$ cat src/rtl/core/rofm_pkg.sv
// shared constants, codes and types of the reference offset matcher
package rofm_pkg;

  // table sizes
  localparam int unsigned MASTER_ENTRIES = 16;
  localparam int unsigned OWN_ENTRIES    = 16;

  // field widths
  localparam int unsigned ACT_W  = 2;
  localparam int unsigned ID_W   = 64;
  localparam int unsigned TS_W   = 64;
  localparam int unsigned OFFS_W = 32;
  localparam int unsigned OIDX_W = 4;

  // derived widths
  localparam int unsigned MIDX_W = (MASTER_ENTRIES > 1) ? $clog2(MASTER_ENTRIES) : 1;
  localparam int unsigned LCNT_W = $clog2(MASTER_ENTRIES + 1);
  localparam int unsigned MCNT_W = $clog2(OWN_ENTRIES + 1);

  // action codes
  localparam logic [ACT_W-1:0] ACT_CLEAR = 2'd0;
  localparam logic [ACT_W-1:0] ACT_LOAD  = 2'd1;
  localparam logic [ACT_W-1:0] ACT_QUERY = 2'd2;

  // one master table entry
  typedef struct packed {
    logic [ID_W-1:0] id;
    logic [TS_W-1:0] stamp;
  } entry_t;

  // table write port
  typedef struct packed {
    logic              we;
    logic [MIDX_W-1:0] addr;
    entry_t            entry;
  } tbl_wr_t;

  // result handed from the sequencer to the output register
  typedef struct packed {
    logic                     valid;
    logic signed [OFFS_W-1:0] offset;
    logic [OIDX_W-1:0]        index;
  } res_t;

  // sequencer status
  typedef struct packed {
    logic              busy;
    logic [LCNT_W-1:0] load_count;
    logic [MCNT_W-1:0] match_count;
  } stat_t;

endpackage

$ cat src/rtl/core/rofm_if.sv
// request and result channel interfaces of the reference offset matcher
interface rofm_req_if;
  logic                             valid;
  logic                             ready;
  logic [rofm_pkg::ACT_W-1:0]       action;
  logic [rofm_pkg::ID_W-1:0]        ref_id;
  logic [rofm_pkg::TS_W-1:0]        ref_time;

  modport source(output valid, action, ref_id, ref_time, input ready);
  modport sink(input valid, action, ref_id, ref_time, output ready);
endinterface

interface rofm_res_if;
  logic                               valid;
  logic                               ready;
  logic signed [rofm_pkg::OFFS_W-1:0] offset;
  logic [rofm_pkg::OIDX_W-1:0]        offset_index;

  modport source(output valid, offset, offset_index, input ready);
  modport sink(input valid, offset, offset_index, output ready);
endinterface

$ cat src/rtl/core/rofm_table.sv
// master reference table: one write port, one registered read port
module rofm_table (
  input  logic                          clk_i,
  input  rofm_pkg::tbl_wr_t             wr_i,
  input  logic [rofm_pkg::MIDX_W-1:0]   raddr_i,
  output rofm_pkg::entry_t              rdata_o
);

  rofm_pkg::entry_t mem_q [rofm_pkg::MASTER_ENTRIES];
  rofm_pkg::entry_t rdata_q;

  always_ff @(posedge clk_i) begin
    if (wr_i.we) begin
      mem_q[wr_i.addr] <= wr_i.entry;
    end
  end

  always_ff @(posedge clk_i) begin
    rdata_q <= mem_q[raddr_i];
  end

  assign rdata_o = rdata_q;

endmodule

$ cat src/rtl/core/rofm_seq.sv
// scan sequencer: counters, id compare and offset subtract over the table
module rofm_seq (
  input  logic                          clk_i,
  input  logic                          rst_ni,
  rofm_req_if.sink                      req_i,
  output rofm_pkg::tbl_wr_t             wr_o,
  output logic [rofm_pkg::MIDX_W-1:0]   raddr_o,
  input  rofm_pkg::entry_t              rdata_i,
  output rofm_pkg::res_t                res_o,
  input  logic                          res_ready_i,
  output rofm_pkg::stat_t               stat_o
);

  localparam logic [1:0] ST_IDLE = 2'd0;
  localparam logic [1:0] ST_READ = 2'd1;
  localparam logic [1:0] ST_CMP  = 2'd2;
  localparam logic [1:0] ST_EMIT = 2'd3;

  logic [1:0]                        state_q, state_d;
  logic [rofm_pkg::LCNT_W-1:0]       load_q, load_d;
  logic [rofm_pkg::MCNT_W-1:0]       match_q, match_d;
  logic [rofm_pkg::MIDX_W-1:0]       k_q, k_d;
  logic [rofm_pkg::ID_W-1:0]         key_id_q, key_id_d;
  logic [rofm_pkg::OFFS_W-1:0]       key_ts_q, key_ts_d;
  logic [rofm_pkg::OFFS_W-1:0]       offs_q, offs_d;
  logic                              acc;
  logic                              last;

  assign req_i.ready = (state_q == ST_IDLE);
  assign acc         = req_i.valid && req_i.ready;
  assign raddr_o     = k_q;
  assign last        = (rofm_pkg::LCNT_W'(k_q) + rofm_pkg::LCNT_W'(1)) == load_q;

  // table write on an accepted load with room left
  always_comb begin
    wr_o.we          = acc && (req_i.action == rofm_pkg::ACT_LOAD) &&
                       (load_q < rofm_pkg::LCNT_W'(rofm_pkg::MASTER_ENTRIES));
    wr_o.addr        = load_q[rofm_pkg::MIDX_W-1:0];
    wr_o.entry.id    = req_i.ref_id;
    wr_o.entry.stamp = req_i.ref_time;
  end

  always_comb begin
    state_d  = state_q;
    load_d   = load_q;
    match_d  = match_q;
    k_d      = k_q;
    key_id_d = key_id_q;
    key_ts_d = key_ts_q;
    offs_d   = offs_q;
    case (state_q)
      ST_IDLE: begin
        if (acc) begin
          case (req_i.action)
            rofm_pkg::ACT_CLEAR: begin
              load_d  = '0;
              match_d = '0;
            end
            rofm_pkg::ACT_LOAD: begin
              if (wr_o.we) begin
                load_d = load_q + rofm_pkg::LCNT_W'(1);
              end
            end
            rofm_pkg::ACT_QUERY: begin
              if ((match_q < rofm_pkg::MCNT_W'(rofm_pkg::OWN_ENTRIES)) && (load_q != '0)) begin
                key_id_d = req_i.ref_id;
                key_ts_d = req_i.ref_time[rofm_pkg::OFFS_W-1:0];
                k_d      = '0;
                state_d  = ST_READ;
              end
            end
            default: ;
          endcase
        end
      end
      ST_READ: begin
        state_d = ST_CMP;
      end
      ST_CMP: begin
        // first equal id in load order wins
        if (rdata_i.id == key_id_q) begin
          offs_d  = rdata_i.stamp[rofm_pkg::OFFS_W-1:0] - key_ts_q;
          state_d = ST_EMIT;
        end else if (last) begin
          state_d = ST_IDLE;
        end else begin
          k_d     = k_q + rofm_pkg::MIDX_W'(1);
          state_d = ST_READ;
        end
      end
      ST_EMIT: begin
        if (res_ready_i) begin
          match_d = match_q + rofm_pkg::MCNT_W'(1);
          state_d = ST_IDLE;
        end
      end
      default: state_d = ST_IDLE;
    endcase
  end

  always_ff @(posedge clk_i or negedge rst_ni) begin
    if (!rst_ni) begin
      state_q <= ST_IDLE;
      load_q  <= '0;
      match_q <= '0;
      k_q     <= '0;
    end else begin
      state_q <= state_d;
      load_q  <= load_d;
      match_q <= match_d;
      k_q     <= k_d;
    end
  end

  always_ff @(posedge clk_i) begin
    key_id_q <= key_id_d;
    key_ts_q <= key_ts_d;
    offs_q   <= offs_d;
  end

  always_comb begin
    res_o.valid  = (state_q == ST_EMIT);
    res_o.offset = offs_q;
    res_o.index  = rofm_pkg::OIDX_W'(match_q);
  end

  always_comb begin
    stat_o.busy        = (state_q != ST_IDLE);
    stat_o.load_count  = load_q;
    stat_o.match_count = match_q;
  end

endmodule

$ cat src/rtl/core/reference_offset_matcher.sv
// top level of the reference offset matcher
//
// channel   dir  payload                          accepted when
// item_i    in   action, ref_id, ref_time         item_i.valid && item_i.ready
// result_o  out  offset, offset_index             result_o.valid && result_o.ready
//
// clear and load requests complete in the idle state; a query scans the live
// master entries in load order, each read then compared through the single
// table read port, and stops at the first match, which it then hands off
// rst_ni clears the sequencer, fill count, match count and output valid;
// table contents stay undefined, the fill count marks the live entries
// item_i.ready is low while a query scans or waits to hand off its match;
// a held result in the output register does not block new requests, only
// the handoff of the next match
module reference_offset_matcher (
  input  logic       clk_i,
  input  logic       rst_ni,
  rofm_req_if.sink   item_i,
  rofm_res_if.source result_o
);

  rofm_pkg::tbl_wr_t                 tbl_wr;
  logic [rofm_pkg::MIDX_W-1:0]       tbl_raddr;
  rofm_pkg::entry_t                  tbl_rdata;
  rofm_pkg::res_t                    res;
  rofm_pkg::stat_t                   stat;
  logic                              res_ready;

  // output register state
  logic                              out_valid_q;
  logic signed [rofm_pkg::OFFS_W-1:0] out_offs_q;
  logic [rofm_pkg::OIDX_W-1:0]       out_idx_q;

  // master table storage
  rofm_table u_table (
    .clk_i   (clk_i),
    .wr_i    (tbl_wr),
    .raddr_i (tbl_raddr),
    .rdata_o (tbl_rdata)
  );

  // request sequencer with the shared compare and subtract
  rofm_seq u_seq (
    .clk_i       (clk_i),
    .rst_ni      (rst_ni),
    .req_i       (item_i),
    .wr_o        (tbl_wr),
    .raddr_o     (tbl_raddr),
    .rdata_i     (tbl_rdata),
    .res_o       (res),
    .res_ready_i (res_ready),
    .stat_o      (stat)
  );

  // output register takes a new result when empty or being drained
  assign res_ready = !out_valid_q || result_o.ready;

  always_ff @(posedge clk_i or negedge rst_ni) begin
    if (!rst_ni) begin
      out_valid_q <= 1'b0;
    end else if (res_ready) begin
      out_valid_q <= res.valid;
    end
  end

  always_ff @(posedge clk_i) begin
    if (res_ready && res.valid) begin
      out_offs_q <= res.offset;
      out_idx_q  <= res.index;
    end
  end

  assign result_o.valid        = out_valid_q;
  assign result_o.offset       = out_offs_q;
  assign result_o.offset_index = out_idx_q;

  // fill count never passes the table size
  a_load_bound: assert property (@(posedge clk_i) disable iff (!rst_ni)
    stat.load_count <= rofm_pkg::LCNT_W'(rofm_pkg::MASTER_ENTRIES))
    else $error("load count beyond table size");

  // match count never passes the offset list size
  a_match_bound: assert property (@(posedge clk_i) disable iff (!rst_ni)
    stat.match_count <= rofm_pkg::MCNT_W'(rofm_pkg::OWN_ENTRIES))
    else $error("match count beyond offset list size");

  // no request taken while a scan is running
  a_busy_ready: assert property (@(posedge clk_i) disable iff (!rst_ni)
    stat.busy |-> !item_i.ready)
    else $error("request taken during scan");

  // a handed-off result shows on the port in the next cycle with its index
  a_handoff: assert property (@(posedge clk_i) disable iff (!rst_ni)
    (res.valid && res_ready) |=> (result_o.valid && result_o.offset_index == $past(res.index)))
    else $error("result lost at output register");

endmodule

$ cat src/flat_wrapper.sv
// flat-port wrapper written by rule: the top's interface ports become plain ports
module reference_offset_matcher_flat 
  (clk_i, rst_ni, item_i_valid, item_i_action, item_i_ref_id, item_i_ref_time, item_i_ready, result_o_valid, result_o_offset, result_o_offset_index, result_o_ready);
  rofm_req_if item_i_i ();
  rofm_res_if result_o_i ();
  input  logic clk_i;
  input  logic rst_ni;
  input wire logic [$bits(item_i_i.valid)-1:0] item_i_valid;
  input wire logic [$bits(item_i_i.action)-1:0] item_i_action;
  input wire logic [$bits(item_i_i.ref_id)-1:0] item_i_ref_id;
  input wire logic [$bits(item_i_i.ref_time)-1:0] item_i_ref_time;
  output wire logic [$bits(item_i_i.ready)-1:0] item_i_ready;
  output wire logic [$bits(result_o_i.valid)-1:0] result_o_valid;
  output wire logic [$bits(result_o_i.offset)-1:0] result_o_offset;
  output wire logic [$bits(result_o_i.offset_index)-1:0] result_o_offset_index;
  input wire logic [$bits(result_o_i.ready)-1:0] result_o_ready;
  assign item_i_i.valid = item_i_valid;
  assign item_i_i.action = item_i_action;
  assign item_i_i.ref_id = item_i_ref_id;
  assign item_i_i.ref_time = item_i_ref_time;
  assign item_i_ready = item_i_i.ready;
  assign result_o_valid = result_o_i.valid;
  assign result_o_offset = result_o_i.offset;
  assign result_o_offset_index = result_o_i.offset_index;
  assign result_o_i.ready = result_o_ready;
  reference_offset_matcher u_core (.clk_i(clk_i), .rst_ni(rst_ni), .item_i(item_i_i), .result_o(result_o_i));
endmodule
$ cat config.mk
export PLATFORM = sky130hd
export DESIGN_NAME = reference_offset_matcher_flat
export DESIGN_NICKNAME = d
export VERILOG_FILES = /design/src/rtl/core/rofm_pkg.sv /design/src/rtl/core/rofm_if.sv /design/src/rtl/core/rofm_table.sv /design/src/rtl/core/rofm_seq.sv /design/src/rtl/core/reference_offset_matcher.sv /design/src/flat_wrapper.sv
export SDC_FILE = /design/constraint.sdc
export NUM_CORES = 2
export LEC_CHECK = 0
export ABC_CLOCK_PERIOD_IN_PS = 10320
export BUFFER_PORTS_ARGS = -buffer_cell sky130_fd_sc_hd__buf_2
export CORE_MARGIN = 2
export CORE_UTILIZATION = 25
export DETAILED_ROUTE_END_ITERATION = 12
export PLACE_DENSITY = 0.45
export SLEW_MARGIN = 20
export SYNTH_ARGS = -nofsm -noshare
export SYNTH_HDL_FRONTEND = slang
export SYNTH_SLANG_ARGS = --single-unit
$ cat constraint.sdc
create_clock -name clk_i -period 10.32 [get_ports clk_i]
set_clock_uncertainty 0.15 [all_clocks]
set_input_delay 1.032 -clock clk_i [delete_from_list [all_inputs] [get_ports clk_i]]
set_output_delay 1.032 -clock clk_i [all_outputs]
set_load 0.02 [all_outputs]
==> results.ini <==
[final_layout]
syn2layout_area_growth_pct=16.6
layout_commonest_cell=edfxtp_1
final_cell_mix=1700 x edfxtp_1, 480 x mux4_2, 182 x clkbuf_16, 139 x buf_2, 96 x dfxtp_1
multiInputGateArea_sq_um=13900
n_fill_cell=26260
final_nets=3293
regArea_sq_um=53400
drive_above_1_share_pct=30.0
stdcell_area_sq_um=79200

[pwr]
cellPowerDensity_nw_per_um2=222
vdd_drop_max_mv=0.170
p_leak_nw=24.0

[routing]
avgViaCountPerCell=4.40
drt_wl_total_um=168000
detail_route.wl_per_cell_um=24.5
drc=0
num_vias=30150
drt-initial-drc-count=2776
postRouteAntennaNets=0
dr.pass1.iters=5

[place]
dp_hpwl_um=83900
port-buffer-count=139
place_area_sq_um=73300
gp_congestion=0.719

[sta]
tightestPinTransition_ns=1.10
finalSetupTns_ns=0
clock.fmax_ghz=0.206
timing.final.crit_share_pct=47.0
slew_viol_final=0
period_needed_ns=4.85
hold_violations=0
setup_viol=0
slew_headroom_pct=26.1
rsz0062_at_grt=false

[synthesis]
synth_area_sq_um=67900
synth_edf_count=1700
synth_xor_area_share_pct=1.34
ys_types=62
yosys_warnings=0
synth_mux_area_share_pct=16.0
syn-num-nets=3034
avgSynthCellArea_sq_um=23.7
yosysSeqAreaShare_pct=78.7
yosys.area_share.adder_pct=0.712
synthArstFlopShare_pct=0.938
synthSimpleGateAreaFrac_pct=1.09
syn_inst=2862
ys_ff_latch=1813
synth_top_family_by_area=multiplexers
ys.flop_type=edfxtp_1
synth-compound-area-share_pct=1.22

[global_route]
grt.overflow.total=0
grt_pass1_vias=31694
top_usage_layer=met2
use_met3_pct=2.24
grt_use_total_pct=12.0
grtUsageMet1_pct=16.8
grt_start_max_net_pins=115
use_met2_pct=19.4
antenna_found_initial=61
grt_pass1_wl_um=240000

[cts]
ctsHoldBuffers=1
clock_latency_ns=0.82
clk_pin_slew_worst_paths_ns=0.06
clockRootBuffer=clkbuf_16
h-tree-depth=4
cts_sinks=1813
cts_tree=done
cts_resized=0
cts_made_buffers=179
clock_path_buffers=3
postCtsSetupRepairBufs=0

[critical_path]
critical_path_class=reg2reg
arrival_ns=5.13
critPathRequiredTime_ns=10.60
start_kind=flop
crit_fanout=29
setup.worst_path.end_class=flop

[die]
dieArea_sq_um=276000
die_h_um=525
io_pins=172
rows=191
initial_core_util_pct=25.1
chipWidth_um=525
core_region_area_sq_um=271000

[run]
maxCapViolCount=0

[status]
status=finished, final reports clean

[worst_hold_path]
hold_path_class=reg2reg

-- through the flow --
stage | worst slack [ns] | total power [mW] | utilization (%) | cells | hold WS, ns
6_report | 5.47 | 17.6 | 29.3 | 6850 | 0.260
5_1_grt | 5.04 | 18.3 | 29.3 | 6849 | 0.258
4_1_cts | 5.34 | 17.8 | 29.2 | 6846 | 0.253
3_5_place_dp | 4.99 | 11.3 | 27.1 | 6508 | 0.255
3_3_place_gp | 5.04 | 11.3 | 27.1 | 6508 | 0.251
2_1_floorplan | 1.05 | 10.5 | - | 2862 | 0.250
-- state kept, by name (all words and copies together) (netlist names), 5 cells and up --
name and count:
u_core.result_o.offset 32, u_core.u_seq.key_id_q 64, u_core.u_seq.key_ts_q 32, u_core.u_seq.load_q 5, u_core.u_seq.match_q 5, u_core.u_seq.offs_q 32, u_core.u_table.mem_q 1536, u_core.u_table.rdata_o 96
-- Yosys cell counts, types with 6 or more instances --
cell type	n	share of area, %
a21o_1	12	0.13
and3_1	6	0.055
xnor2_1	26	0.34
xor2_1	78	1.0
o21ai_0	21	0.15
ha_1	37	0.68
edfxtp_1	1700	75
nand2b_1	6	0.055
nand3_1	6	0.044
mux4_2	480	16
inv_1	46	0.25
nor3_1	8	0.059
dfrtp_1	17	0.63
buf_1	6	0.033
nand4_1	12	0.11
nand2_1	23	0.13
buf_2	39	0.29
nor4_1	18	0.17
a21oi_1	34	0.25
clkbuf_1	76	0.42
dfxtp_1	96	2.8
nor2_1	46	0.25
-- report_power, final --
part           internal [mW]  switching [mW]  leakage [nW]  total (mW)
clock                   3.72            2.79          2.84        6.51
combinational           1.14            1.35          4.87        2.49
sequential              8.39           0.193          16.3        8.58
-- per-layer routing --
metal,wire (um),part of all wire [%]
met3,7440,4.4
met1,76900,46
met2,80500,48
met4,2920,1.7
met5,84,0.050
-- final timing paths --
path | start | to | slack (ns) | depth (start not counted)
min in group asynchronous | rst_ni | u_core.u_seq.raddr_o[1]$_DFFE_PN0P_ | 0.63 | 2
worst max-delay path | u_core.u_seq.state_q[1]$_DFFE_PN0P_ | u_core.u_table.mem_q[13][85]$_DFFE_PP_ | 5.47 | 7
worst min register to register | u_core.u_seq.offs_q[15]$_DFFE_PP_ | u_core.result_o.offset[15]$_DFFE_PP_ | 0.26 | 0
worst min-delay path | u_core.u_seq.offs_q[15]$_DFFE_PP_ | u_core.result_o.offset[15]$_DFFE_PP_ | 0.26 | 0
max in group asynchronous | rst_ni | u_core.u_seq.raddr_o[3]$_DFFE_PN0P_ | 9.04 | 2
worst max register to register | u_core.u_seq.state_q[1]$_DFFE_PN0P_ | u_core.u_table.mem_q[13][85]$_DFFE_PP_ | 5.47 | 7
-- worst max-delay path, cell delays in order, from the launching register on --
cell,delay (ns)
dfrtp_1,0.55
nor2_1,0.27
nand3b_1,0.15
nor3b_1,0.66
nand2_1,0.39
nor2_4,0.91
buf_4,0.68
buf_4,0.62
-- cell type report --
class,count,share of cell area (%)
Sequential cell,1813,67.5
Multi-Input combinational cell,882,17.6
Clock buffer,241,6.20
Tap cell,3570,5.64
Timing Repair Buffer,199,1.68
Clock inverter,96,1.16
Inverter,46,0.218
Antenna cell,3,0.00948
-- cell families after synthesis --
kind of cell / Yosys count
muxes: 482
adders and majority gates: 38
buffers and inverters: 167
DFF: 1813
AOI/OAI and AO/OA: 113
xor gates and xnor gates: 104
and+or+nand+nor: 145
Power figures use the tool's default switching activity.
